$ cat src/design/sdes_pkg.sv
`timescale 1ns / 1ps

package sdes_pkg;

    localparam int unsigned DATA_W   = 8;
    localparam int unsigned KEY_W    = 10;
    localparam int unsigned SUBKEY_W = 8;
    localparam int unsigned HALF_W   = 5;
    localparam int unsigned NIB_W    = 4;

    typedef logic [DATA_W-1:0]   t_byte;
    typedef logic [KEY_W-1:0]    t_key;
    typedef logic [SUBKEY_W-1:0] t_subkey;
    typedef logic [HALF_W-1:0]   t_half;
    typedef logic [NIB_W-1:0]    t_nib;

    typedef enum logic {
        ACT_ENCRYPT = 1'b0,
        ACT_DECRYPT = 1'b1
    } t_action;

    typedef struct packed {
        t_subkey k1;
        t_subkey k2;
    } t_subkeys;

    // Permutation tables, entries are source positions counted from the MSB.
    localparam int P10 [10] = '{2, 4, 1, 6, 3, 9, 0, 8, 7, 5};
    localparam int P8  [8]  = '{5, 2, 6, 3, 7, 4, 9, 8};
    localparam int IP  [8]  = '{1, 5, 2, 0, 3, 7, 4, 6};
    localparam int IPI [8]  = '{3, 0, 2, 4, 6, 1, 7, 5};
    localparam int EP  [8]  = '{3, 0, 1, 2, 1, 2, 3, 0};
    localparam int P4  [4]  = '{1, 3, 2, 0};

    localparam logic [1:0] SBOX1 [4][4] = '{
        '{2'd1, 2'd0, 2'd3, 2'd2},
        '{2'd3, 2'd2, 2'd1, 2'd0},
        '{2'd0, 2'd2, 2'd1, 2'd3},
        '{2'd3, 2'd1, 2'd0, 2'd2}
    };
    localparam logic [1:0] SBOX2 [4][4] = '{
        '{2'd0, 2'd1, 2'd2, 2'd3},
        '{2'd2, 2'd3, 2'd1, 2'd0},
        '{2'd3, 2'd0, 2'd1, 2'd2},
        '{2'd2, 2'd1, 2'd0, 2'd3}
    };

    function automatic t_key f_p10(input t_key v);
        t_key r;
        for (int i = 0; i < 10; i++) begin
            r[9-i] = v[9-P10[i]];
        end
        return r;
    endfunction

    function automatic t_subkey f_p8(input t_key v);
        t_subkey r;
        for (int i = 0; i < 8; i++) begin
            r[7-i] = v[9-P8[i]];
        end
        return r;
    endfunction

    function automatic t_byte f_ip(input t_byte v);
        t_byte r;
        for (int i = 0; i < 8; i++) begin
            r[7-i] = v[7-IP[i]];
        end
        return r;
    endfunction

    function automatic t_byte f_ipi(input t_byte v);
        t_byte r;
        for (int i = 0; i < 8; i++) begin
            r[7-i] = v[7-IPI[i]];
        end
        return r;
    endfunction

    function automatic t_byte f_ep(input t_nib v);
        t_byte r;
        for (int i = 0; i < 8; i++) begin
            r[7-i] = v[3-EP[i]];
        end
        return r;
    endfunction

    function automatic t_nib f_p4(input t_nib v);
        t_nib r;
        for (int i = 0; i < 4; i++) begin
            r[3-i] = v[3-P4[i]];
        end
        return r;
    endfunction

    function automatic t_half f_rot5(input t_half h);
        return {h[3:0], h[4]};
    endfunction

    // Round function: expand, mix in the subkey, two S-boxes, then P4.
    function automatic t_nib f_round(input t_nib nib, input t_subkey sk);
        t_byte t;
        t_nib  s;
        t = f_ep(nib) ^ sk;
        s = {SBOX1[{t[7], t[4]}][{t[6], t[5]}], SBOX2[{t[3], t[0]}][{t[2], t[1]}]};
        return f_p4(s);
    endfunction

    function automatic t_byte f_feistel(input t_byte v, input t_subkey sk);
        return {v[7:4] ^ f_round(v[3:0], sk), v[3:0]};
    endfunction

    function automatic t_byte f_swap(input t_byte v);
        return {v[3:0], v[7:4]};
    endfunction

endpackage

$ cat src/design/sdes_if.sv
`timescale 1ns / 1ps

// Input byte channel.
interface sdes_in_if;
    import sdes_pkg::*;
    logic    valid;
    logic    ready;
    t_action action;
    t_byte   data_in;

    modport source (output valid, output action, output data_in, input ready);
    modport sink   (input valid, input action, input data_in, output ready);
endinterface

// Result byte channel.
interface sdes_out_if;
    import sdes_pkg::*;
    logic  valid;
    logic  ready;
    t_byte data_out;

    modport source (output valid, output data_out, input ready);
    modport sink   (input valid, input data_out, output ready);
endinterface

// Key write channel.
interface sdes_cfg_if;
    import sdes_pkg::*;
    logic valid;
    logic ready;
    t_key secret_key;

    modport source (output valid, output secret_key, input ready);
    modport sink   (input valid, input secret_key, output ready);
endinterface

$ cat src/design/sdes_key_sched.sv
`timescale 1ns / 1ps

// Holds the key register and derives both round subkeys from it.
module sdes_key_sched
    import sdes_pkg::*;
(
    input  logic       i_clk,
    input  logic       i_rst_n,
    sdes_cfg_if.sink   i_cfg,
    output t_subkeys   o_subkeys
);

    t_key  r_secret_key;
    t_key  p10_key;
    t_half left1;
    t_half right1;
    t_half left2;
    t_half right2;

    assign i_cfg.ready = 1'b1;

    always_ff @(posedge i_clk) begin
        if (!i_rst_n) begin
            r_secret_key <= '0;
        end else if (i_cfg.valid) begin
            r_secret_key <= i_cfg.secret_key;
        end
    end

    always_comb begin
        p10_key      = f_p10(r_secret_key);
        left1        = f_rot5(p10_key[9:5]);
        right1       = f_rot5(p10_key[4:0]);
        left2        = f_rot5(left1);
        right2       = f_rot5(right1);
        o_subkeys.k1 = f_p8({left1, right1});
        o_subkeys.k2 = f_p8({left2, right2});
    end

endmodule

$ cat src/design/sdes_core.sv
`timescale 1ns / 1ps

// Input register, both cipher rounds in one combinational pass, result register.
module sdes_core
    import sdes_pkg::*;
(
    input  logic        i_clk,
    input  logic        i_rst_n,
    input  t_subkeys    i_subkeys,
    sdes_in_if.sink     i_in,
    sdes_out_if.source  o_out
);

    logic    r_s1_valid;
    t_action r_s1_action;
    t_byte   r_s1_data;
    logic    r_out_valid;
    t_byte   r_out_data;

    logic    n_s1_valid;
    logic    n_out_valid;
    logic    s1_ready;
    logic    s2_ready;
    t_subkey first_key;
    t_subkey second_key;
    t_byte   result;

    assign s2_ready    = !r_out_valid || o_out.ready;
    assign s1_ready    = !r_s1_valid || s2_ready;
    assign i_in.ready  = s1_ready;
    assign n_s1_valid  = s1_ready ? i_in.valid : r_s1_valid;
    assign n_out_valid = s2_ready ? r_s1_valid : r_out_valid;

    always_comb begin
        t_byte v;
        if (r_s1_action == ACT_DECRYPT) begin
            first_key  = i_subkeys.k2;
            second_key = i_subkeys.k1;
        end else begin
            first_key  = i_subkeys.k1;
            second_key = i_subkeys.k2;
        end
        v      = f_ip(r_s1_data);
        v      = f_feistel(v, first_key);
        v      = f_swap(v);
        v      = f_feistel(v, second_key);
        result = f_ipi(v);
    end

    always_ff @(posedge i_clk) begin
        if (!i_rst_n) begin
            r_s1_valid  <= 1'b0;
            r_out_valid <= 1'b0;
        end else begin
            r_s1_valid  <= n_s1_valid;
            r_out_valid <= n_out_valid;
        end
    end

    always_ff @(posedge i_clk) begin
        if (s1_ready && i_in.valid) begin
            r_s1_action <= i_in.action;
            r_s1_data   <= i_in.data_in;
        end
        if (s2_ready && r_s1_valid) begin
            r_out_data <= result;
        end
    end

    assign o_out.valid    = r_out_valid;
    assign o_out.data_out = r_out_data;

endmodule

$ cat src/design/sdes_byte_cipher.sv
`timescale 1ns / 1ps

// Simplified two-round DES on single bytes with a ten-bit key. Each input
// transaction carries one byte and an action bit (encrypt or decrypt) and
// produces exactly one output transaction with the resulting byte, in order.
// The block takes one byte every clock cycle as long as results are taken;
// each byte passes through the input register and then the result register,
// between which both rounds, the key schedule and the permutations are done
// in a single combinational pass. The key is written through the
// configuration channel, which is always ready; it resets to zero and must
// only be changed while no byte is in flight. Bit 0 of the key and data in
// the textbook numbering is the most significant bit of each vector here.
module sdes_byte_cipher
    import sdes_pkg::*;
(
    input  logic       i_clk,
    input  logic       i_rst_n,
    sdes_cfg_if.sink   i_cfg,
    sdes_in_if.sink    i_in,
    sdes_out_if.source o_out
);

    t_subkeys subkeys;

    // Key register and subkey derivation.
    sdes_key_sched u_key_sched (
        .i_clk     (i_clk),
        .i_rst_n   (i_rst_n),
        .i_cfg     (i_cfg),
        .o_subkeys (subkeys)
    );

    // Two-stage data path; the result register decouples the output side.
    sdes_core u_core (
        .i_clk     (i_clk),
        .i_rst_n   (i_rst_n),
        .i_subkeys (subkeys),
        .i_in      (i_in),
        .o_out     (o_out)
    );

endmodule

$ cat src/flat_wrapper.sv
// flat-port wrapper written by rule: the top's interface ports become plain ports
module sdes_byte_cipher_flat import sdes_pkg::*;
  (i_clk, i_rst_n, i_cfg_valid, i_cfg_secret_key, i_cfg_ready, i_in_valid, i_in_action, i_in_data_in, i_in_ready, o_out_valid, o_out_data_out, o_out_ready);
  sdes_cfg_if i_cfg_i ();
  sdes_in_if i_in_i ();
  sdes_out_if o_out_i ();
  input  logic i_clk;
  input  logic i_rst_n;
  input wire logic [$bits(i_cfg_i.valid)-1:0] i_cfg_valid;
  input wire logic [$bits(i_cfg_i.secret_key)-1:0] i_cfg_secret_key;
  output wire logic [$bits(i_cfg_i.ready)-1:0] i_cfg_ready;
  input wire logic [$bits(i_in_i.valid)-1:0] i_in_valid;
  input wire logic [$bits(i_in_i.action)-1:0] i_in_action;
  input wire logic [$bits(i_in_i.data_in)-1:0] i_in_data_in;
  output wire logic [$bits(i_in_i.ready)-1:0] i_in_ready;
  output wire logic [$bits(o_out_i.valid)-1:0] o_out_valid;
  output wire logic [$bits(o_out_i.data_out)-1:0] o_out_data_out;
  input wire logic [$bits(o_out_i.ready)-1:0] o_out_ready;
  assign i_cfg_i.valid = i_cfg_valid;
  assign i_cfg_i.secret_key = i_cfg_secret_key;
  assign i_cfg_ready = i_cfg_i.ready;
  assign i_in_i.valid = i_in_valid;
  assign i_in_i.action = i_in_action;
  assign i_in_i.data_in = i_in_data_in;
  assign i_in_ready = i_in_i.ready;
  assign o_out_valid = o_out_i.valid;
  assign o_out_data_out = o_out_i.data_out;
  assign o_out_i.ready = o_out_ready;
  sdes_byte_cipher u_core (.i_clk(i_clk), .i_rst_n(i_rst_n), .i_cfg(i_cfg_i), .i_in(i_in_i), .o_out(o_out_i));
endmodule
$ cat config.mk
export PLATFORM = sky130hd
export DESIGN_NAME = sdes_byte_cipher_flat
export DESIGN_NICKNAME = d
export VERILOG_FILES = /design/src/design/sdes_pkg.sv /design/src/design/sdes_if.sv /design/src/design/sdes_key_sched.sv /design/src/design/sdes_core.sv /design/src/design/sdes_byte_cipher.sv /design/src/flat_wrapper.sv
export SDC_FILE = /design/constraint.sdc
export NUM_CORES = 1
export LEC_CHECK = 0
export CORE_MARGIN = 10
export CORE_UTILIZATION = 50
export CTS_CLUSTER_SIZE = 14
export DETAILED_ROUTE_END_ITERATION = 12
export DONT_BUFFER_PORTS = 1
export PLACE_DENSITY = 0.69
export SLEW_MARGIN = 20
export SYNTH_ARGS = -nofsm -noshare
export SYNTH_HDL_FRONTEND = slang
export SYNTH_SLANG_ARGS = --single-unit
$ cat constraint.sdc
create_clock -name i_clk -period 3.5 [get_ports i_clk]
set_input_delay 0.35 -clock i_clk [delete_from_list [all_inputs] [get_ports i_clk]]
set_output_delay 0.35 -clock i_clk [all_outputs]
set_load 0.1 [all_outputs]
==> results.json, run 1 <==
{
  "grt_use_met1": 0.109,
  "slew_viol_final": 0,
  "fin_tns_setup_ns": 0,
  "start_util": 0.524,
  "grt_pass1_vias": 1056,
  "fp.dieW_um": 79.4,
  "grt_overflow_total": 0,
  "rsz0062_at_grt": "false",
  "reg2reg_depth": 8,
  "synth_compound_area_frac": 0.0433,
  "n_fill_cell": 301,
  "cts.htree.levels": 1,
  "holdWs_ns": 0.100,
  "vias": 968,
  "layout_min_cycle_time_ns": 3.03,
  "status": "complete, no violations",
  "wl_per_cell_um": 16.5,
  "fin_skew_ns": 0.00232,
  "power.density_mw_per_mm2": 595,
  "synth_top_family_by_area": "XOR/XNOR gates",
  "cts_tree": "built",
  "path_clk_slew_ns": 0.15,
  "cts_hold_buf": 0,
  "mostFrequentLayoutCells": "mux2i_1, edfxtp_1, xnor2_1, nor2b_1, dfxtp_1",
  "synth_xor_area_frac": 0.225,
  "critical_path.max_fanout": 7,
  "antenna_found_initial": 0,
  "crit_type": "flop to flop",
  "grt_max_degree": 17,
  "core_mm2": 0.00336,
  "clock_latency_ns": 0.33,
  "postRouteAntennaNets": 0,
  "final_hold_viol_count": 0,
  "r2r-start": "u_core.u_core.r_s1_action",
  "setup_viol": 0,
  "required_ns": 3.65,
  "arrival_ns": 3.18,
  "synthAdderAreaFrac": 0.0142,
  "p_leak_nw": 0.780,
  "synthMuxAreaShare": 0.204,
  "clock_path_buffers": 2,
  "drtIter0Drc": 24,
  "layout.nets": 164,
  "dr.pass1.iters": 4,
  "dieHeight_um": 79.4,
  "synth_area_leader_cell": "edfxtp_1",
  "root_buffer": "clkbuf_4",
  "slew_headroom": 0.405,
  "worst_hold_path_type": "input pin to flop",
  "yosysTopAreaCellShare": 0.290,
  "synth_area_leaders": "edfxtp_1, mux2i_1, dfxtp_1",
  "fmax_mhz": 330,
  "grt_util_met2": 0.179,
  "track_usage": 0.101,
  "gp_congestion": 0.836,
  "synth_cells": 135,
  "port_buffers": 0,
  "yosys_register_bits": 28,
  "r2r_slack_ns": 0.47,
  "dp_hpwl_mm": 2.51,
  "max-cap-violations": 0,
  "synth_nets": 161,
  "finalCritPeriodShare": 0.867,
  "yosysSeqAreaShare": 0.414,
  "hold_depth": 0,
  "syn_to_final_growth_pct": 5.54,
  "top_usage_layer": "met2",
  "final_common_cell": "mux2i_1",
  "grt_first_pass_wirelength_mm": 5.10,
  "vias_per_cell": 5.29,
  "reg2reg_to": "u_core.u_core.o_out.data_out[7]",
  "syn_avg_cell_area_um2": 13.1,
  "std_cell_rows": 21,
  "pin_count": 35,
  "wirelength_mm": 3.02,
  "drc": 0,
  "hold_path_end": "u_core.u_core.r_s1_action",
  "ys_warn_count": 0,
  "antenna_cells": 0,
  "drive_above_1_share": 0.161,
  "synth-simple-area-share": 0.0625,
  "cp-start-kind": "flop",
  "dieArea_mm2": 0.00630,
  "synthDistinctLibCells": 33,
  "clock_sinks": 28,
  "hold_path.startpoint": "i_in_action",
  "post_cts_buffers": 0,
  "ctsResizeCount": 0,
  "end_kind": "flop",
  "vdd_drop_max_mv": 0.261,
  "cts_buffers": 3,
  "grt_use_met3": 0.0428,
  "worst_pin_slew_ns": 0.894,
  "syn-cell-area_mm2": 0.00176
}
-- cells in the mapped netlist, drive strengths merged --
master,number
xor2,10
a311oi,1
conb,1
a21o,1
or3,1
and2,1
mux4,1
dfxtp,11
xnor3,6
clkbuf,3
mux2i,28
buf,3
inv,5
ha,2
xnor2,16
and3,1
edfxtp,17
o21a,1
o211ai,2
nand2,3
nand3,1
a21oi,3
nor2b,12
o32ai,1
mux2,4
-- how the worst max path moves through the flow --
stage / startpoint / endpoint / slack, ns
6_report: u_core.u_core.r_s1_action / u_core.u_core.o_out.data_out[7] / 0.47
5_1_grt: u_core.u_core.r_s1_action / u_core.u_core.o_out.data_out[7] / 0.35
2_1_floorplan: u_core.u_core.r_s1_action / u_core.u_core.o_out.data_out[5] / 0.84
3_3_place_gp: u_core.u_core.r_s1_action / u_core.u_core.o_out.data_out[7] / 0.62
4_1_cts: u_core.u_core.r_s1_action / u_core.u_core.o_out.data_out[7] / 0.47
3_5_place_dp: u_core.u_core.r_s1_action / u_core.u_core.o_out.data_out[7] / 0.52
-- layer usage --
| layer | vias to the layer above | routed length [um] |
|---|---|---|
| met2 | 27 | 1510 |
| met5 | - | 0 |
| met1 | 460 | 1270 |
| li1 | 477 | - |
| met4 | 0 | 28 |
| met3 | 4 | 217 |
-- stage by stage --
step	area, um2	utilization	instances	setup WS [ns]	total power [mW]
finish	1860	0.553	183	0.467	1.11
global route	1860	0.553	183	0.352	1.16
CTS	1860	0.553	183	0.472	1.11
detailed placement	1810	0.538	179	0.521	0.905
global placement	1810	0.538	179	0.623	0.890
floorplan	1760	-	135	0.837	0.857
-- report_power, final --
group,switching [mW],internal (mW),total [mW],leakage (nW)
logic,0.164,0.182,0.347,0.498
registers,0.146,0.401,0.548,0.254
clock network,0.0961,0.116,0.212,0.0279
total,0.407,0.699,1.11,0.780
-- logic make-up (layout without fill, tap and decap cells) --
family | Yosys count | count (layout)
buffers and inverters | 11 | 13
xor gates and xnor gates | 32 | 32
and+or+nand+nor | 19 | 19
muxes | 33 | 33
DFF | 28 | 28
AOI/OAI and AO/OA | 9 | 9
other | 1 | 1
adders and majority gates | 2 | 2
-- registers in the layout (all words and copies together) (netlist names) --
name / flops
u_core.u_core.o_out.valid: 1
u_core.u_core.o_out.data_out: 8
u_core.u_key_sched.r_secret_key: 9
u_core.u_core.r_s1_action: 1
u_core.u_core.r_s1_data: 8
u_core.u_core.r_s1_valid: 1
-- layout make-up --
class / count / area, um2 / share of cell area
sequential: 28 / 731 / 0.393
inverter: 5 / 18.8 / 0.0101
clock inverter: 1 / 30.0 / 0.0161
tap: 46 / 57.6 / 0.0309
multi-input combinational: 96 / 971 / 0.522
clock buffer: 3 / 22.5 / 0.0121
timing repair buffer: 4 / 30.0 / 0.0161
-- critical path, cell delays in order (launching register included) --
cell	delay, ns
edfxtp_1	0.48
buf_4	0.21
mux2i_1	0.13
xnor2_1	0.35
ha_1	0.30
mux4_2	0.53
xor2_1	0.37
nand3_1	0.15
a311oi_1	0.32
Note: power is estimated with default switching activity, not from simulation.
==> run 2: changes to the inputs <==
--- a/config.mk
+++ b/config.mk
@@ -5,6 +5,7 @@
 export SDC_FILE = /design/constraint.sdc
 export NUM_CORES = 1
 export LEC_CHECK = 0
+export ABC_AREA = 1
 export CORE_MARGIN = 10
 export CORE_UTILIZATION = 50
 export CTS_CLUSTER_SIZE = 14
==> run 2 against run 1 <==
  * Global-route usage up 1.9 points
  * Worst hold slack better by 0.060 ns
  * Synthesized cell count up 110%
  * Sequential power down 14%
  * Clock-buffer cell count up 1
  * Core utilization down 2.2 points
  * Clock skew up 0.0010 ns
  * Combinational power down 12%
==> results.json, run 2 <==
{
  "yosys_register_bits": 28,
  "synth_cells": 289,
  "pin_count": 35,
  "antenna_cells": 0,
  "synth_area_leaders": "edfxtp_1, nand2_1, nand3_1",
  "yosysTopAreaCellShare": 0.251,
  "root_buffer": "clkbuf_8",
  "syn_avg_cell_area_um2": 7.03,
  "grt_max_degree": 19,
  "crit_type": "flop to flop",
  "core_mm2": 0.00397,
  "port_buffers": 0,
  "fin_tns_setup_ns": 0,
  "dp_cells": 336,
  "required_ns": 3.54,
  "layout.nets": 317,
  "syn_to_final_growth_pct": 3.82,
  "path_clk_slew_ns": 0.09,
  "status": "complete, no violations",
  "start_util": 0.511,
  "dr.pass1.iters": 4,
  "worst_hold_path_type": "input pin to flop",
  "p_leak_nw": 1.06,
  "dp_hpwl_mm": 3.49,
  "clock_path_buffers": 2,
  "synthDistinctLibCells": 24,
  "post-synth-top-count-cell": "nand2_1",
  "power.density_mw_per_mm2": 456,
  "track_usage": 0.120,
  "clock_sinks": 28,
  "antenna_found_initial": 0,
  "end_kind": "flop",
  "grt_pass1_vias": 1676,
  "fp.dieW_um": 83.7,
  "largest_reg_flops": 9,
  "rsz0062_at_grt": "false",
  "critical_path.max_fanout": 16,
  "final_hold_viol_count": 0,
  "drc": 0,
  "final_common_cell": "nand2_1",
  "synth_enable_flop_cells": 17,
  "synth_nets": 315,
  "cp-start-kind": "flop",
  "vdd_drop_max_mv": 0.181,
  "wirelength_mm": 4.16,
  "synthTopCellsByCount": "nand2_1, nand3_1, inv_1",
  "slew_headroom": 0.408,
  "drtIter0Drc": 66,
  "ctsResizeCount": 0,
  "grt_overflow_total": 0,
  "setup_viol": 0,
  "hold_depth": 0,
  "wl_per_cell_um": 12.2,
  "yosysSeqAreaShare": 0.360,
  "synth-main-ff-cell": "edfxtp_1",
  "fin_skew_ns": 0.00332,
  "max-cap-violations": 0,
  "clock_latency_ns": 0.28,
  "stdcell_count": 340,
  "ys_warn_count": 0,
  "cts_hold_buf": 0,
  "dieArea_mm2": 0.00701,
  "syn-cell-area_mm2": 0.00203,
  "vias_per_cell": 5.21,
  "dieHeight_um": 83.7,
  "std_cell_rows": 23,
  "synth_area_leader_cell": "edfxtp_1",
  "reg2reg_depth": 18,
  "drive_above_1_share": 0.148,
  "vias": 1770,
  "post_cts_buffers": 0,
  "power_mw": 0.961,
  "postRouteAntennaNets": 0,
  "arrival_ns": 2.73,
  "mostFrequentLayoutCells": "nand2_1, nand3_1, inv_1, nand2_2, edfxtp_1",
  "gp_congestion": 0.811,
  "top_register": "u_core.u_key_sched.r_secret_key",
  "grt_first_pass_wirelength_mm": 7.23,
  "cts_tree": "built",
  "layout_min_cycle_time_ns": 2.69,
  "worst_pin_slew_ns": 0.890,
  "synth-async-reset-ratio": 0,
  "finalCritPeriodShare": 0.768,
  "fmax_mhz": 372,
  "slew_viol_final": 0,
  "cts_buffers": 3,
  "cts.htree.levels": 1
}
-- run 2: cells by family after synthesis --
group	share of synthesized area
other cells	0.00185
flops	0.360
xor+xnor	0.00801
compound gates	0.0665
simple gates	0.453
fa+ha+maj	0.0123
buf+inv	0.0986
-- run 2: final timing paths --
path	startpoint	endpoint	slack, ns
worst max-delay path	u_core.u_core.r_s1_action	u_core.u_core.o_out.data_out[2]	0.81
worst min-delay path	i_in_data_in[4]	u_core.u_core.r_s1_data[4]	0.16
worst max register to register	u_core.u_core.r_s1_action	u_core.u_core.o_out.data_out[2]	0.81
worst min register to register	u_core.u_core.r_s1_valid	u_core.u_core.o_out.valid	0.48
-- run 2: through the flow --
step	area, um2	setup WS, ns	hold slack (ns)	util
floorplan	2030	0.767	0.448	-
global placement	2060	0.844	0.449	0.520
detailed placement	2060	0.816	0.449	0.520
CTS	2110	0.806	0.155	0.531
global route	2110	0.466	0.138	0.531
finish	2110	0.811	0.160	0.531
-- run 2: routing by layer --
metal,wire [um],up-vias,GRT usage,share of wire
li1,-,941,-,-
met1,1980,789,0.148,0.48
met2,1910,35,0.193,0.46
met3,214,5,0.0322,0.051
met4,56,0,0.0426,0.013
met5,0,-,0,0
-- run 2: power breakdown --
group,total (mW),switching (mW),internal (mW),leakage [nW]
registers,0.473,0.0885,0.385,0.255
clock network,0.180,0.0982,0.0818,0.0228
logic,0.307,0.206,0.102,0.780
total,0.961,0.392,0.568,1.06
-- run 2: cell type report --
| class | count | area (um2) |
|---|---|---|
| repair buffers | 2 | 15.0 |
| fillers | 420 | 1860 |
| inverters | 40 | 155 |
| flip-flops and latches | 28 | 731 |
| clock buffers | 4 | 45.0 |
| multi-input cells | 216 | 1100 |
| well taps | 50 | 62.6 |
-- run 2: critical path, cell delays in order (launching register included) --
cell	delay (ns)
edfxtp_1	0.70
inv_6	0.14
nand2_1	0.15
nand2_1	0.06
nand2_1	0.08
nand2_1	0.07
ha_1	0.28
inv_1	0.05
nand3_1	0.09
nand3_2	0.10
nand3_1	0.15
nand2_2	0.11
nand2_1	0.06
nand2_2	0.09
inv_2	0.04
nand2_1	0.05
nand2_1	0.06
nor2_1	0.12
nor2_2	0.05
==> run 3: changes to the inputs <==
--- a/config.mk
+++ b/config.mk
@@ -11,7 +11,7 @@
 export CTS_CLUSTER_SIZE = 14
 export DETAILED_ROUTE_END_ITERATION = 12
 export DONT_BUFFER_PORTS = 1
-export PLACE_DENSITY = 0.69
+export PLACE_DENSITY = 0.72
 export SLEW_MARGIN = 20
 export SYNTH_ARGS = -nofsm -noshare
 export SYNTH_HDL_FRONTEND = slang
==> constraint.sdc (replaced) <==
create_clock -name i_clk -period 2.2 [get_ports i_clk]
set_input_delay 0.22 -clock i_clk [delete_from_list [all_inputs] [get_ports i_clk]]
set_output_delay 0.22 -clock i_clk [all_outputs]
set_load 0.1 [all_outputs]
==> run 3 against run 2 <==
  * Fmax rose by 16%
  * Register-to-register slack got worse by 0.94 ns
  * First-iteration DRC count rose by 41%
  * Via count rose by 12%
  * Critical endpoint unchanged
  * Clock-buffer cell count did not move
  * Highest routed layer unchanged
  * Cell count rose by 11%
  * The flow now finishes with violations (setup timing)
  * Total power rose by 84%
  * Flip-flop and latch count did not move
==> results.json, run 3 (synthesis gave the netlist of run 2 again) <==
{
  "status": "complete, but fails checks",
  "violations": "setup timing",
  "syn_to_final_growth_pct": 31.7,
  "slew_viol_final": 0,
  "wl_per_cell_um": 13.6,
  "crit_type": "flop to flop",
  "antenna_found_initial": 0,
  "p_leak_nw": 1.32,
  "cts_tree": "built",
  "top_register": "u_core.u_key_sched.r_secret_key",
  "grt_util_met2": 0.263,
  "fin_tns_setup_ns": -0.341,
  "root_buffer": "clkbuf_8",
  "cp-start-kind": "flop",
  "cp_slowest_cell": "edfxtp_1",
  "power.density_mw_per_mm2": 662,
  "vias": 1988,
  "cts.htree.levels": 1,
  "final_hold_viol_count": 0,
  "port_buffers": 0,
  "end_kind": "flop",
  "postRouteAntennaNets": 0,
  "largest_reg_flops": 9,
  "layout.nets": 353,
  "dp_cells": 363,
  "drc": 0,
  "grt_overflow_total": 0,
  "n_fill_cell": 338,
  "vias_per_cell": 5.29,
  "clock_sinks": 28,
  "required_ns": 2.24,
  "mostFrequentLayoutCells": "nand2_1, nand2_2, nand3_1, inv_1, buf_4",
  "dieArea_mm2": 0.00701,
  "fin_skew_ns": 0.00836,
  "start_util": 0.511,
  "cts_buffers": 3,
  "rsz0062_at_grt": "true",
  "fmax_mhz": 430,
  "holdWs_ns": 0.0273,
  "path_clk_slew_ns": 0.09,
  "cp_common_cell": "nand2_2",
  "setup_viol": 4,
  "track_usage": 0.148,
  "clock_path_buffers": 2,
  "fin_ws_ns": -0.125,
  "crit_chain": "inv_6, nand2_2, nand3_2, nand2_4, ha_4, inv_2, nand3_2, nand3_4, nand2_2, nand2_4, nand2_2, nand2_2, nand2_4, inv_2, nand2_1, nand2_1, nor2_1, nor2_2",
  "dp_hpwl_mm": 3.81,
  "stdcell_count": 376,
  "clock_latency_ns": 0.28,
  "grt_pass1_vias": 2029,
  "final_area_mm2": 0.00267,
  "vdd_drop_max_mv": 0.321,
  "dr.pass1.iters": 4,
  "finalCritPeriodShare": 1.06,
  "critical_path.max_fanout": 6,
  "pin_count": 35,
  "grt_use_met1": 0.153,
  "arrival_ns": 2.37,
  "top_usage_layer": "met2",
  "grt_max_degree": 19,
  "grt_use_met3": 0.0342,
  "worst_hold_path_type": "input pin to flop",
  "gp_congestion": 0.897,
  "fp.dieW_um": 83.7,
  "max-cap-violations": 0,
  "final_common_cell": "nand2_1",
  "antenna_cells": 0,
  "drtIter0Drc": 93,
  "wirelength_mm": 5.12,
  "core_mm2": 0.00397,
  "std_cell_rows": 23,
  "dieHeight_um": 83.7,
  "placed_area_mm2": 0.00229,
  "drive_above_1_share": 0.414,
  "max_stage_delay_ns": 0.53,
  "dp_slack_ns": -0.160,
  "layout_min_cycle_time_ns": 2.32,
  "grt_first_pass_wirelength_mm": 8.80
}
## run 3: cell count changes in the layout (fill, tap and decap cells not counted), sizes merged
cell  change
buf      +36
## run 3: repair_timing
item,in CTS,in global routing
pin swaps,32,1
gates resized for setup,65,1
endpoints found under the setup margin,4,5
buffers inserted,9,0
hold buffers,0,0
hold endpoints to repair,0,0
## run 3: per-stage QoR
step | power, mW | util
6_report | 1.77 | 0.673
5_1_grt | 1.88 | 0.673
4_1_cts | 1.76 | 0.672
3_5_place_dp | 1.33 | 0.577
3_3_place_gp | 1.31 | 0.577
2_1_floorplan | 1.19 | -
## run 3: power by group
part	internal (mW)	switching [mW]
Combinational	0.292	0.554
Clock	0.130	0.157
Sequential	0.611	0.0260
## run 3: per-layer routing
layer,part of all wire,routed length (um)
met1,0.41,2090
met2,0.50,2540
met3,0.055,282
met4,0.040,206
met5,0,0
## run 3: worst paths after layout
check	slack [ns]	cells past startpoint	end	from
max	-0.12	18	u_core.u_core.o_out.data_out[2]	u_core.u_core.r_s1_action
min	0.03	0	u_core.u_core.r_s1_data[1]	i_in_data_in[1]
min reg2reg	0.49	2	u_core.u_core.o_out.valid	u_core.u_core.r_s1_valid
max reg2reg	-0.12	18	u_core.u_core.o_out.data_out[2]	u_core.u_core.r_s1_action
## run 3: area by class of cell
type / instances / area, um2 / share of cell area
clock buffers: 4 / 45.0 / 0.0168
inverters: 40 / 155 / 0.0580
multi-input cells: 216 / 1380 / 0.514
flip-flops and latches: 28 / 732 / 0.274
well taps: 50 / 62.6 / 0.0234
repair buffers: 38 / 304 / 0.114
## run 3: worst max-delay path, delay by kind of cell (launching register included)
| family | cells | cell delay [ns] |
|---|---|---|
| buffers and inverters | 3 | 0.21 |
| flip-flops | 1 | 0.53 |
| AND/OR/NAND/NOR | 14 | 1.09 |
| adder cells (fa/ha/maj) | 1 | 0.26 |
